### src/wrh_pkg.sv
// Shared constants, types and codes of the wind-rose histogram.
`default_nettype none
package wrh_pkg;

  // Histogram geometry
  localparam int SECTOR_COUNT = 16;
  localparam int COUNT_BITS   = 32;
  localparam int SPEED_BINS   = 5;
  localparam int ENTRIES      = SECTOR_COUNT * SPEED_BINS;
  localparam int IDX_W        = $clog2(ENTRIES);
  localparam int SEC_W        = $clog2(SECTOR_COUNT);

  // Field widths
  localparam int OP_W      = 2;
  localparam int SPEED_W   = 16;
  localparam int DIR_W     = 16;
  localparam int RSEC_W    = 4;
  localparam int BIN_W     = 3;
  localparam int OSEC_W    = 4;
  localparam int OUT_CNT_W = 32;
  localparam int LIMIT_W   = 15;
  localparam int CFG_IDX_W = 2;

  // Direction reduction: one full turn in sixteenths of a degree
  localparam int FULL_TURN = 5760;
  localparam int WRAP_W    = $clog2(FULL_TURN);
  localparam int TURNS_W   = $clog2((1 << DIR_W) / FULL_TURN + 1);

  // Reciprocal of a full turn, exact floor for every 16-bit direction
  localparam int     TURN_SHIFT = 29;
  localparam longint TURN_RECIP = ((longint'(1) << TURN_SHIFT) + FULL_TURN - 1) / FULL_TURN;
  localparam int     TURN_RECIP_W = $clog2(TURN_RECIP + 1);

  // SECTOR_COUNT / FULL_TURN, exact floor for every wrapped direction
  localparam int     SECT_SHIFT = 26;
  localparam longint SECT_RECIP =
      ((longint'(SECTOR_COUNT) << SECT_SHIFT) + FULL_TURN - 1) / FULL_TURN;
  localparam int     SECT_RECIP_W = $clog2(SECT_RECIP + 1);

  // Speed limit reset values, sixteenths of m/s
  localparam logic [LIMIT_W-1:0] LIMIT_LOW_RST  = LIMIT_W'(80);
  localparam logic [LIMIT_W-1:0] LIMIT_MID_RST  = LIMIT_W'(240);
  localparam logic [LIMIT_W-1:0] LIMIT_HIGH_RST = LIMIT_W'(400);

  // Configuration register indexes
  localparam logic [CFG_IDX_W-1:0] CFG_LIMIT_LOW  = CFG_IDX_W'(0);
  localparam logic [CFG_IDX_W-1:0] CFG_LIMIT_MID  = CFG_IDX_W'(1);
  localparam logic [CFG_IDX_W-1:0] CFG_LIMIT_HIGH = CFG_IDX_W'(2);

  // Speed bin codes
  localparam logic [BIN_W-1:0] BIN_CALM = BIN_W'(0);
  localparam logic [BIN_W-1:0] BIN_LOW  = BIN_W'(1);
  localparam logic [BIN_W-1:0] BIN_MID  = BIN_W'(2);
  localparam logic [BIN_W-1:0] BIN_HIGH = BIN_W'(3);
  localparam logic [BIN_W-1:0] BIN_GALE = BIN_W'(4);

  typedef enum logic [OP_W-1:0] {
    OP_ADD   = 2'd0,
    OP_READ  = 2'd1,
    OP_CLEAR = 2'd2,
    OP_NONE  = 2'd3
  } op_e;

  typedef enum logic [6:0] {
    S_IDLE = 7'b0000001,
    S_WRAP = 7'b0000010,
    S_SECT = 7'b0000100,
    S_READ = 7'b0001000,
    S_UPD  = 7'b0010000,
    S_ZERO = 7'b0100000,
    S_SPARE = 7'b1000000
  } state_e;

endpackage
`default_nettype wire

### src/wrh_in_if.sv
// Input channel of the wind-rose histogram: valid/ready plus one item.
`default_nettype none
interface wrh_in_if import wrh_pkg::*; ();
  logic                      valid;
  logic                      ready;
  op_e                       opcode;
  logic signed [SPEED_W-1:0] speed;
  logic [DIR_W-1:0]          direction;
  logic [RSEC_W-1:0]         read_sector;
  logic [BIN_W-1:0]          read_bin;

  modport source (output valid, opcode, speed, direction, read_sector, read_bin,
                  input ready);
  modport sink   (input valid, opcode, speed, direction, read_sector, read_bin,
                  output ready);
endinterface
`default_nettype wire

### src/wrh_out_if.sv
// Result channel of the wind-rose histogram: valid/ready plus one result.
`default_nettype none
interface wrh_out_if import wrh_pkg::*; ();
  logic                 valid;
  logic                 ready;
  logic [OSEC_W-1:0]    sector;
  logic [BIN_W-1:0]     speed_bin;
  logic [OUT_CNT_W-1:0] count;
  logic                 saturated;

  modport source (output valid, sector, speed_bin, count, saturated, input ready);
  modport sink   (input valid, sector, speed_bin, count, saturated, output ready);
endinterface
`default_nettype wire

### src/wrh_ram.sv
// Generic single-port-write, single-port-read RAM with registered read data.
`default_nettype none
module wrh_ram #(
  parameter int WIDTH = 32,
  parameter int DEPTH = 80
) (
  input  wire logic                     clk_i,
  input  wire logic                     we_i,
  input  wire logic [$clog2(DEPTH)-1:0] waddr_i,
  input  wire logic [WIDTH-1:0]         wdata_i,
  input  wire logic                     re_i,
  input  wire logic [$clog2(DEPTH)-1:0] raddr_i,
  output logic      [WIDTH-1:0]         rdata_o
);

  logic [WIDTH-1:0] mem_q [DEPTH];

  always_ff @(posedge clk_i) begin
    if (we_i) begin
      mem_q[waddr_i] <= wdata_i;
    end
    if (re_i) begin
      rdata_o <= mem_q[raddr_i];
    end
  end

endmodule
`default_nettype wire

### src/wind_rose_histogram.sv
// Wind-rose histogram: counter memory, direction/speed binning and control.
// Steps: an add passes S_WRAP, S_SECT, S_READ and S_UPD, where its result is
// loaded into the output register; an in-range read passes S_READ and S_UPD;
// clear and other items pass S_ZERO. S_UPD and S_ZERO hold until the output
// register is free. One transaction in flight; an add spans two direction
// reduction steps plus the read-modify-write on the single counter RAM.
// Reset: limits return to 80/240/400; all counters read zero at once through
// one valid flop per entry (no clearing pass); clear takes effect the same way.
`default_nettype none
module wind_rose_histogram import wrh_pkg::*; (
  input  wire logic                 clk_i,
  input  wire logic                 rst_ni,
  input  wire logic                 cfg_we_i,
  input  wire logic [CFG_IDX_W-1:0] cfg_idx_i,
  input  wire logic [LIMIT_W-1:0]   cfg_data_i,
  wrh_in_if.sink                    in_i,
  wrh_out_if.source                 out_o
);

  // ---------------------------------------------------------------------
  // Configuration: three speed limits
  // ---------------------------------------------------------------------
  logic [LIMIT_W-1:0] limit_low_q, limit_mid_q, limit_high_q;

  always_ff @(posedge clk_i or negedge rst_ni) begin
    if (!rst_ni) begin
      limit_low_q  <= LIMIT_LOW_RST;
      limit_mid_q  <= LIMIT_MID_RST;
      limit_high_q <= LIMIT_HIGH_RST;
    end else if (cfg_we_i) begin
      // an index past the list writes nothing
      if (cfg_idx_i == CFG_LIMIT_LOW) begin
        limit_low_q <= cfg_data_i;
      end
      if (cfg_idx_i == CFG_LIMIT_MID) begin
        limit_mid_q <= cfg_data_i;
      end
      if (cfg_idx_i == CFG_LIMIT_HIGH) begin
        limit_high_q <= cfg_data_i;
      end
    end
  end

  // ---------------------------------------------------------------------
  // Control state and handshake
  // ---------------------------------------------------------------------
  state_e state_q, state_d;
  logic   in_acc;
  logic   out_free;
  logic   out_valid_q;
  logic   out_load;

  assign in_i.ready = (state_q == S_IDLE);
  assign in_acc     = in_i.valid && in_i.ready;
  // the output register can take a new result this cycle
  assign out_free   = !out_valid_q || out_o.ready;

  // ---------------------------------------------------------------------
  // Speed classification, done on the incoming transaction.
  // Tests run in order, so misordered limits fall through the chain.
  // ---------------------------------------------------------------------
  logic signed [SPEED_W:0] spd_x, low_x, mid_x, high_x;
  logic [BIN_W-1:0]        bin_class;

  always_comb begin
    spd_x  = {in_i.speed[SPEED_W-1], in_i.speed};
    low_x  = $signed({2'b00, limit_low_q});
    mid_x  = $signed({2'b00, limit_mid_q});
    high_x = $signed({2'b00, limit_high_q});
    priority if (spd_x == '0) begin
      bin_class = BIN_CALM;
    end else if (spd_x > 0 && spd_x <= low_x) begin
      bin_class = BIN_LOW;
    end else if (spd_x > low_x && spd_x <= mid_x) begin
      bin_class = BIN_MID;
    end else if (spd_x > mid_x && spd_x <= high_x) begin
      bin_class = BIN_HIGH;
    end else begin
      bin_class = BIN_GALE;  // negative speeds land here too
    end
  end

  // ---------------------------------------------------------------------
  // Direction reduction, three registered steps:
  //   accept: turns = floor(direction / FULL_TURN) by reciprocal multiply
  //   S_WRAP: wrapped = direction - turns * FULL_TURN
  //   S_SECT: sector = floor(wrapped * SECTOR_COUNT / FULL_TURN)
  // ---------------------------------------------------------------------
  localparam int TPROD_W = DIR_W + TURN_RECIP_W;
  localparam int SPROD_W = WRAP_W + SECT_RECIP_W;

  logic [TPROD_W-1:0] turns_prod;
  logic [SPROD_W-1:0] sect_prod;
  logic [TURNS_W-1:0] turns_q;
  logic [WRAP_W-1:0]  wrapped_q;
  logic [DIR_W-1:0]   dir_q;

  assign turns_prod = TPROD_W'(in_i.direction) * TPROD_W'(TURN_RECIP);
  assign sect_prod  = SPROD_W'(wrapped_q) * SPROD_W'(SECT_RECIP);

  // Range check for a read address
  logic rd_in_range;
  assign rd_in_range = (int'(in_i.read_sector) < SECTOR_COUNT) &&
                       (int'(in_i.read_bin) < SPEED_BINS);

  // ---------------------------------------------------------------------
  // Transaction registers
  // ---------------------------------------------------------------------
  op_e               op_q;
  logic [SEC_W-1:0]  sec_q;
  logic [BIN_W-1:0]  bin_q;
  logic [RSEC_W-1:0] rsec_q;
  logic [BIN_W-1:0]  rbin_q;
  logic [IDX_W-1:0]  idx_q;

  // ---------------------------------------------------------------------
  // Counter memory and per-entry valid flops (invalid entry reads zero)
  // ---------------------------------------------------------------------
  logic [ENTRIES-1:0]    valid_q;
  logic                  ram_we, ram_re;
  logic [IDX_W-1:0]      ram_raddr;
  logic [COUNT_BITS-1:0] ram_rdata;
  logic [COUNT_BITS-1:0] cnt_cur, cnt_inc;

  assign ram_raddr = IDX_W'(int'(sec_q) * SPEED_BINS + int'(bin_q));
  assign ram_re    = (state_q == S_READ);
  assign ram_we    = (state_q == S_UPD) && out_free && (op_q == OP_ADD);

  assign cnt_cur = valid_q[idx_q] ? ram_rdata : '0;
  // saturate at all ones
  assign cnt_inc = (&cnt_cur) ? cnt_cur : cnt_cur + COUNT_BITS'(1);

  wrh_ram #(
    .WIDTH (COUNT_BITS),
    .DEPTH (ENTRIES)
  ) u_counters (
    .clk_i   (clk_i),
    .we_i    (ram_we),
    .waddr_i (idx_q),
    .wdata_i (cnt_inc),
    .re_i    (ram_re),
    .raddr_i (ram_raddr),
    .rdata_o (ram_rdata)
  );

  // ---------------------------------------------------------------------
  // Sequencer
  // ---------------------------------------------------------------------
  always_comb begin
    state_d = state_q;
    unique case (state_q)
      S_IDLE: begin
        if (in_acc) begin
          unique case (in_i.opcode)
            OP_ADD:   state_d = S_WRAP;
            OP_READ:  state_d = rd_in_range ? S_READ : S_ZERO;
            OP_CLEAR: state_d = S_ZERO;
            OP_NONE:  state_d = S_ZERO;
          endcase
        end
      end
      S_WRAP: state_d = S_SECT;
      S_SECT: state_d = S_READ;
      S_READ: state_d = S_UPD;
      S_UPD, S_ZERO: begin
        // hold until the output register frees up
        if (out_free) begin
          state_d = S_IDLE;
        end
      end
      default: state_d = S_IDLE;
    endcase
  end

  assign out_load = (state_q == S_UPD || state_q == S_ZERO) && out_free;

  always_ff @(posedge clk_i or negedge rst_ni) begin
    if (!rst_ni) begin
      state_q     <= S_IDLE;
      valid_q     <= '0;
      out_valid_q <= 1'b0;
    end else begin
      state_q <= state_d;
      // clear drops every entry back to zero at once
      if (in_acc && in_i.opcode == OP_CLEAR) begin
        valid_q <= '0;
      end else if (ram_we) begin
        valid_q[idx_q] <= 1'b1;
      end
      if (out_load) begin
        out_valid_q <= 1'b1;
      end else if (out_o.ready) begin
        out_valid_q <= 1'b0;
      end
    end
  end

  // ---------------------------------------------------------------------
  // Datapath registers (no reset)
  // ---------------------------------------------------------------------
  logic [OSEC_W-1:0]    out_sec_q;
  logic [BIN_W-1:0]     out_bin_q;
  logic [OUT_CNT_W-1:0] out_cnt_q;
  logic                 out_sat_q;

  always_ff @(posedge clk_i) begin
    if (in_acc) begin
      op_q    <= in_i.opcode;
      dir_q   <= in_i.direction;
      turns_q <= TURNS_W'(turns_prod >> TURN_SHIFT);
      rsec_q  <= in_i.read_sector;
      rbin_q  <= in_i.read_bin;
      sec_q   <= SEC_W'(in_i.read_sector);
      bin_q   <= (in_i.opcode == OP_ADD) ? bin_class : in_i.read_bin;
    end
    if (state_q == S_WRAP) begin
      wrapped_q <= WRAP_W'(dir_q - DIR_W'(int'(turns_q) * FULL_TURN));
    end
    if (state_q == S_SECT) begin
      sec_q <= SEC_W'(sect_prod >> SECT_SHIFT);
    end
    if (state_q == S_READ) begin
      idx_q <= ram_raddr;
    end
    if (out_load) begin
      if (state_q == S_UPD) begin
        out_sec_q <= OSEC_W'(sec_q);
        out_bin_q <= bin_q;
        if (op_q == OP_ADD) begin
          out_cnt_q <= OUT_CNT_W'(cnt_inc);
          out_sat_q <= &cnt_inc;
        end else begin
          out_cnt_q <= OUT_CNT_W'(cnt_cur);
          out_sat_q <= &cnt_cur;
        end
      end else begin
        // clear, unused opcode, or a read outside the histogram
        out_sec_q <= (op_q == OP_READ) ? rsec_q : '0;
        out_bin_q <= (op_q == OP_READ) ? rbin_q : '0;
        out_cnt_q <= '0;
        out_sat_q <= 1'b0;
      end
    end
  end

  assign out_o.valid     = out_valid_q;
  assign out_o.sector    = out_sec_q;
  assign out_o.speed_bin = out_bin_q;
  assign out_o.count     = out_cnt_q;
  assign out_o.saturated = out_sat_q;

  // ---------------------------------------------------------------------
  // Assertions
  // ---------------------------------------------------------------------
  a_busy_after_accept: assert property (@(posedge clk_i) disable iff (!rst_ni)
    in_acc |=> !in_i.ready)
    else $error("input taken while a transaction is in flight");

  a_clear_empties: assert property (@(posedge clk_i) disable iff (!rst_ni)
    (in_acc && in_i.opcode == OP_CLEAR) |=> (valid_q == '0))
    else $error("clear left counters live");

  a_result_source: assert property (@(posedge clk_i) disable iff (!rst_ni)
    $rose(out_valid_q) |-> $past(state_q == S_UPD || state_q == S_ZERO))
    else $error("result appeared outside a finishing step");

endmodule
`default_nettype wire
### src/flat_wrapper.sv
// flat-port wrapper written by rule: the top's interface ports become plain ports
module wind_rose_histogram_flat import wrh_pkg::*;
  (clk_i, rst_ni, cfg_we_i, cfg_idx_i, cfg_data_i, in_i_valid, in_i_opcode, in_i_speed, in_i_direction, in_i_read_sector, in_i_read_bin, in_i_ready, out_o_valid, out_o_sector, out_o_speed_bin, out_o_count, out_o_saturated, out_o_ready);
  wrh_in_if in_i_i ();
  wrh_out_if out_o_i ();
  input  wire logic clk_i;
  input  wire logic rst_ni;
  input  wire logic cfg_we_i;
  input  wire logic [CFG_IDX_W-1:0] cfg_idx_i;
  input  wire logic [LIMIT_W-1:0] cfg_data_i;
  input wire logic [$bits(in_i_i.valid)-1:0] in_i_valid;
  input wire logic [$bits(in_i_i.opcode)-1:0] in_i_opcode;
  input wire logic [$bits(in_i_i.speed)-1:0] in_i_speed;
  input wire logic [$bits(in_i_i.direction)-1:0] in_i_direction;
  input wire logic [$bits(in_i_i.read_sector)-1:0] in_i_read_sector;
  input wire logic [$bits(in_i_i.read_bin)-1:0] in_i_read_bin;
  output wire logic [$bits(in_i_i.ready)-1:0] in_i_ready;
  output wire logic [$bits(out_o_i.valid)-1:0] out_o_valid;
  output wire logic [$bits(out_o_i.sector)-1:0] out_o_sector;
  output wire logic [$bits(out_o_i.speed_bin)-1:0] out_o_speed_bin;
  output wire logic [$bits(out_o_i.count)-1:0] out_o_count;
  output wire logic [$bits(out_o_i.saturated)-1:0] out_o_saturated;
  input wire logic [$bits(out_o_i.ready)-1:0] out_o_ready;
  assign in_i_i.valid = in_i_valid;
  assign in_i_i.opcode = in_i_opcode;
  assign in_i_i.speed = in_i_speed;
  assign in_i_i.direction = in_i_direction;
  assign in_i_i.read_sector = in_i_read_sector;
  assign in_i_i.read_bin = in_i_read_bin;
  assign in_i_ready = in_i_i.ready;
  assign out_o_valid = out_o_i.valid;
  assign out_o_sector = out_o_i.sector;
  assign out_o_speed_bin = out_o_i.speed_bin;
  assign out_o_count = out_o_i.count;
  assign out_o_saturated = out_o_i.saturated;
  assign out_o_i.ready = out_o_ready;
  wind_rose_histogram u_core (.clk_i(clk_i), .rst_ni(rst_ni), .cfg_we_i(cfg_we_i), .cfg_idx_i(cfg_idx_i), .cfg_data_i(cfg_data_i), .in_i(in_i_i), .out_o(out_o_i));
endmodule
### config.mk
export PLATFORM = sky130hd
export DESIGN_NAME = wind_rose_histogram_flat
export DESIGN_NICKNAME = d
export VERILOG_FILES = /design/src/wrh_pkg.sv /design/src/wrh_in_if.sv /design/src/wrh_out_if.sv /design/src/wrh_ram.sv /design/src/wind_rose_histogram.sv /design/src/flat_wrapper.sv
export SDC_FILE = /design/constraint.sdc
export NUM_CORES = 2
export LEC_CHECK = 0
export BUFFER_PORTS_ARGS = -buffer_cell sky130_fd_sc_hd__buf_2
export CORE_MARGIN = 4
export CORE_UTILIZATION = 38
export DETAILED_ROUTE_END_ITERATION = 10
export SLEW_MARGIN = 20
export SYNTH_ARGS = -nofsm -noshare
export SYNTH_HDL_FRONTEND = slang
export SYNTH_SLANG_ARGS = --single-unit
### constraint.sdc
create_clock -name clk_i -period 7.2 [get_ports clk_i]
set_input_delay 0 -clock clk_i [delete_from_list [all_inputs] [get_ports clk_i]]
set_output_delay 0 -clock clk_i [all_outputs]
set_load 0.01 [all_outputs]
# After elaboration in Yosys (flattened, before gate mapping)
# Memory sizes are Yosys's and may differ from the RTL's. A register that Yosys moved wholly into a read port is not among the register bits.
# Cells that the tools add are included.
dict set report totals {
  word_cells 108
  input_bits 63
  ram_bits 2560
  reg_bits 226
  output_inout_bits 42
  mem_count 1
}
dict set report classes {
  n_reduce_logical 27
  addsub 3
  muxes 30
  n_lt_le_gt_ge 9
  n_bitwise 1
  eq_ne 14
  n_mul 4
}
# memory words width read_ports rd_clocked_by_memory_dff wr line_no
set memory_table {}
lappend memory_table {u_core.u_counters.mem_q 80 32 1 1 1 wrh_ram.sv:16} ;# logic [WIDTH-1:0] mem_q [DEPTH];
# operator count
set ops {}
lappend ops {{$mux W80} 2}
lappend ops {{$mux W32} 3}
lappend ops {{$or A80 B80 Y80} 1}
lappend ops {{$reduce_and A32 Y1} 2}
lappend ops {{$le A16 B16 Y1} 3}
lappend ops {{$pmux W7 S5} 1}
lappend ops {{$mul A16 B17 Y33 const B} 1}
lappend ops {{$add A32 B1 Y32 const B} 1}
lappend ops {{$gt A16 B16 Y1} 2}
lappend ops {{$mul A13 B17 Y29 const B} 1}
lappend ops {{$mux W3} 7}
lappend ops {{$pmux W7 S3} 1}
lappend ops {{$logic_not A17 Y1} 1}
lappend ops {{$gt A16 B1 Y1 const B} 1}
lappend ops {{$mux W4} 4}
lappend ops {{$mux W7} 2}
lappend ops {{$sub A13 B13 Y13} 1}
lappend ops {{$logic_and A1 B1 Y1} 9}
lappend ops {{$lt A7 B8 Y1 const B} 1}
lappend ops {{$reduce_and A2 Y1} 4}
lappend ops {{$add A7 B4 Y7} 1}
lappend ops {{$bmux W1 S7} 1}
lappend ops {{$demux W1 S7} 1}
lappend ops {{$eq A7 B1 Y1 const B} 1}
lappend ops {{20 further kinds} 36}

# Depth between registers and ports, before layout
dict set report logic_depth {
  word_depth 7
  mapped_depth 25
  ltp_nobuf 22
}

# Modules after synthesis
# A second synthesis with hierarchy kept.
dict set report hier_totals {
  cells_unflattened 6306
  area_unflattened_um2 118820.2
}
# mod seq_area_each_um2 cells_per_inst area_per_inst_um2 instances
set by_module_without_submodules {}
lappend by_module_without_submodules {wrh_ram 77834.6 4315 98898.6 1}
lappend by_module_without_submodules {wind_rose_histogram 6108.4 1991 19921.6 1}

# Worst setup path before layout
# OpenSTA, ideal clock, no wires.
dict set report synth_timing {
  path_kind {flip-flop to flip-flop}
  from {register u_core.idx_q[0]}
  to {memory u_core.u_counters.mem_q[0][6] (data pin)}
  setup_ps 848
  stages_incl_launch_ff 20
  path_buffers 5
  t_required_ps 6352
  period_less_slack_ps 7627
  setup_slack_ps -427
  arrival_ps 6779
  cell_sequence {edfxtp_1 -> clkbuf_1 -> buf_2 -> inv_1 -> o211ai_1 -> a222oi_1 -> o31ai_1 -> nor4_1 -> o31a_1 -> buf_2 -> clkbuf_1 -> nand2b_1 -> inv_1 -> ha_1 -> nand3_1 -> nor2_1 -> and4_1 -> buf_2 -> nor3_1 -> a211oi_1}
}
dict set report synth_between {
  elab_chain_cells 5
  word_cells_on_any_way 6
  classes_between {1 x add/sub; 4 x mux; 1 x reduce/logical}
}
# element line_no
set synth_lines {}
lappend synth_lines {{from (decl)} wind_rose_histogram.sv:114} ;# logic [IDX_W-1:0] idx_q;
lappend synth_lines {{from (signal assigned)} wind_rose_histogram.sv:223} ;# idx_q <= ram_raddr;
lappend synth_lines {{$bmux W1 S7 *} wind_rose_histogram.sv:129} ;# assign cnt_cur = valid_q[idx_q] ? ram_rdata : '0;
lappend synth_lines {{$mux W1 (not written as such) *} wind_rose_histogram.sv:129}
lappend synth_lines {{$mux W32 *} wind_rose_histogram.sv:129}
lappend synth_lines {{$add A32 B1 Y32 or $reduce_and A32 Y1 (tied branches)} wind_rose_histogram.sv:131} ;# assign cnt_inc = (&cnt_cur) ? cnt_cur : cnt_cur + COUNT_BITS'(1);
lappend synth_lines {{$mux W32 *} wind_rose_histogram.sv:131}
lappend synth_lines {{named net u_core.cnt_inc[6]} wind_rose_histogram.sv:123} ;# logic [COUNT_BITS-1:0] cnt_cur, cnt_inc;
lappend synth_lines {{to (decl)} wrh_ram.sv:16}
# The timed path passes the listed nets; every way through them passes the cells marked *. The select of a mux whose other input is x is not followed.

# Final worst setup path
dict set report layout_timing {
  from {register u_core.idx_q[2]}
  to {memory u_core.u_counters.mem_q[40][15] (data pin)}
}
# Same word-level chain as after synthesis.

==> results.md <==
* Status: completed
* Fmax achieved at 0.1580 GHz
* Die height at 564.0 microns
* Mapped Cells at 5585
* Chip Width at 564.0 microns
* Routed len/inst at 30.33 microns
* Critical R2R Capture: u_core.u_counters.mem_q[40][15]
* Post-route worst setup slack at 871.4 ps
* Syn_area_per_cell at 21.03 sq um
* RSZ-0062 raised after global routing: no
* Leakage power at 45.61 nW
* DP Area at 125000 sq um
* Post-synthesis cell area at 117500 sq um
* Slew @ Worst Pin at 1185 ps
* Synth cell types at 74
* Slowest CP cell: edfxtp_1
* NumNets Final at 6534
* Setup bufs post-CTS at 0
* Setup Skew at 89.02 ps
* R2r worst-path depth at 17
* CP endpoint: u_core.u_counters.mem_q[40][15]
* #FFs+latches synth at 2817
* Crit start category: register
* Remaining global-route overflow at 0
* WP data required at 7750 ps
* Clock Path Buffers at 4
* Syn. warnings at 0
* Data arrival time of the worst path at 6870 ps
* Final instance area at 135600 sq um
* Antenna violations before repair at 25
* Clock root buffer: clkbuf_16
* Hold Path Origin: in_i_opcode[0]
* Inst Count DP at 9731
* Share of layout cells above drive strength 1 at 28.11%
* Comb pwr share at 39.1%
* Syn nets at 6095
* Crit path from: u_core.idx_q[2]
* Die ar. at 318100 sq um
* GRT Util Overall at 19.64%
* Minimum clock period at 6329 ps
* Antenna-violating nets left at 0
* Setup crit end kind: register
* Kind of critical path: register to register
* CTS H-tree depth at 5
* Fillers at 26040
* TNS Setup at 0 ps
* Area contributors post-synth: edfxtp_1 (69%), mux4_2 (16%), ha_1 (3.2%), dfrtp_1 (2.6%), fa_1 (2.5%)
* Sw Pwr at 19.14 mW
* Area leader, netlist: edfxtp_1
* Synth Flop Type: edfxtp_1
* Iter 0 DRT Violations at 6453
* Largest net degree at the start of global routing at 107
* Async SR Flop Fraction at 4.686%
* Max cap viols at 0
* Post-detail-place hpwl at 188800 microns
* Clk_lat worst skew at 890 ps
* Fin. max-slew vios at 0
* Non-filler instance count after layout at 10360
* PortBufs at 104
* Number of global-route vias before repair at 59270
* Worst hold-check path type: primary input to register
* Rows at 203
* Worst-path clk slew at 60 ps
* Clock buffer count from CTS at 294
* Footprint of the multi-input gates at 32260 sq um
* Power density cells at 408.2 nW/um^2
* Min Hold Slack at 75.84 ps
* Max incr delay on CP at 880 ps
* Starting Density at 38.29%
* IO Pins at 105
* Vias per Instance at 5.624
* Core area at 306800 sq um
* Pint at 36.21 mW
* Final setup fails at 0
* Slew headroom at 20.97%
* Synthesis-to-finish area growth at 15.42%
* Worst VDD drop at 0.5461 mV
* Start of the worst register-to-register path: u_core.idx_q[2]
* Register-to-Register Setup Slack at 870 ps
* Clock tree sinks at 2817
* First-pass GRT wire length at 447200 microns
* Total number of vias at 58290
* Gpl congestion at 0.9174
* Post-CTS sizing at 0
* Total Power at 55.35 mW
* Final Hold Fails at 0
* Routed WL at 314400 microns
* CTS tree: yes
* Final period utilization at 87.90%
* Post-place setup slack at 1036 ps
* Sequential cell area at 83940 sq um
* Sequential area share after synthesis at 71.46%
* EDFF count, synth at 2685
* Core Util, Final at 44.19%
* Share of the synthesized area in the top cell type at 68.64%
* CP Max Fanout at 48
* Detailed-route DRC error count at 0
* DR pass1 iterations at 5
* Sw frac at 34.57%
* CP Cell Sequence: mux2_2 > a221o_1 > a32oi_1 > o22ai_1 > nor4_1 > o31a_2 > nand2b_1 > inv_1 > ha_1 > nand3_1 > nor2_1 > and4_1 > nor2_2 > nand2_1 > xnor2_1 > nor2_4 > buf_4
* Clock power share at 27.3%
* Seq pwr share at 33.6%
-- worst min-delay path by stage --
stage,cells after the start,slack (ps),to
floorplan,0,-300,u_core.limit_high_q[0]
global placement,1,-50,u_core.limit_high_q[9]
detailed placement,1,-40,u_core.limit_high_q[10]
CTS,2,20,u_core.op_q[0]
global route,2,40,u_core.op_q[0]
finish,2,80,u_core.op_q[0]
-- worst max-delay path: cells and delay by family (launching register included) --
family          cells  cell delay, ps
flops               1             880
xor+xnor            1             210
compound gates      4             960
mux                 1             410
buf+inv             2             710
fa+ha+maj           1             240
simple gates        8            2490
-- flip-flops by register name (all words and copies together), names as in the netlist, 6 cells and up --
| register | flops |
|---|---|
| u_core.u_counters.mem_q | 2560 |
| u_core.valid_q | 80 |
| u_core.out_o.count | 32 |
| u_core.u_counters.rdata_o | 32 |
| u_core.limit_high_q | 15 |
| u_core.limit_low_q | 15 |
| u_core.limit_mid_q | 15 |
| u_core.dir_q | 13 |
| u_core.wrapped_q | 13 |
| u_core.idx_q | 7 |
| u_core.state_q | 6 |
-- logic make-up (layout without fill, tap and decap cells) --
kind of cell / after synthesis / after routing / synth area share [%]
other: 0 / 20 / 0
buffers and inverters: 576 / 1234 / 1.866
and+or+nand+nor: 496 / 496 / 2.065
xor gates and xnor gates: 76 / 76 / 0.5666
DFF: 2817 / 2817 / 71.46
AOI/OAI and AO/OA: 258 / 258 / 1.531
muxes: 915 / 915 / 16.82
adders and majority gates: 447 / 447 / 5.694
-- routing by layer --
layer,global-route usage (%),part of all wire (%),wire length [microns]
met3,3.881,8.1,25590
met1,27.64,41,130000
met5,0,0.0086,27
met2,31.24,48,149700
met4,5.673,2.9,9088
-- layout by cell type, fill, tap and decap left out, types with 41 or more instances in the layout --
cell	n
xnor2_1	44
o21ai_0	41
dfrtp_1	122
clkbuf_16	302
edfxtp_1	2685
buf_2	103
buf_4	148
nor2_4	107
fa_1	145
ha_1	299
nor2_1	85
dlygate4sd3_1	91
inv_1	332
clkbuf_1	57
clkinv_1	60
mux2_2	69
o21a_1	94
nand2_1	94
mux4_2	840
-- synth_stat cells (5+ instances only) --
| master | instances |
|---|---|
| a21o_1 | 23 |
| buf_2 | 15 |
| buf_1 | 67 |
| dfstp_2 | 10 |
| fa_1 | 146 |
| ha_1 | 301 |
| edfxtp_1 | 2685 |
| or4_1 | 5 |
| nor3_1 | 22 |
| a31oi_1 | 6 |
| nor2_1 | 192 |
| and4_1 | 5 |
| clkbuf_1 | 158 |
| nor3b_1 | 7 |
| a21oi_1 | 36 |
| mux4_2 | 840 |
| dfrtp_1 | 122 |
| nand4_1 | 32 |
| a221o_1 | 5 |
| inv_1 | 333 |
| o211ai_1 | 5 |
| nor2b_1 | 16 |
| and2_1 | 6 |
| nand2_1 | 95 |
| o21a_1 | 94 |
| mux2_2 | 69 |
| a22oi_1 | 5 |
| xnor2_1 | 47 |
| nor4_1 | 15 |
| nand3b_1 | 9 |
| nand2b_1 | 17 |
| o21ai_0 | 41 |
| nand3_1 | 28 |
| xor2_1 | 29 |
| mux2i_1 | 6 |
| and3_1 | 23 |
-- timing repair --
action / CTS / global route
endpoints found under the hold margin: 251 / 0
endpoints found under the setup margin: 0 / 0
hold buffers: 92 / 0
-- power by group through the flow --
stage	clock, mW	combinational, mW	sequential (mW)
2_1_floorplan	0	12.5	18.9
3_3_place_gp	0	21.5	18.9
3_5_place_dp	0	21.6	18.9
4_1_cts	15.4	21.7	18.6
5_1_grt	16.1	22.6	18.6
6_report	15.1	21.6	18.6
-- final cells by class --
class                   instances  area share [%]
flip-flops and latches       2817           61.91
inverters                     333          0.9219
well taps                    4100           3.784
clock buffers                 363           5.772
clock inverters               152           1.224
diodes                         20         0.03691
multi-input cells            2192           23.79
repair buffers                386           2.554
(Power assumes the default switching activity.)
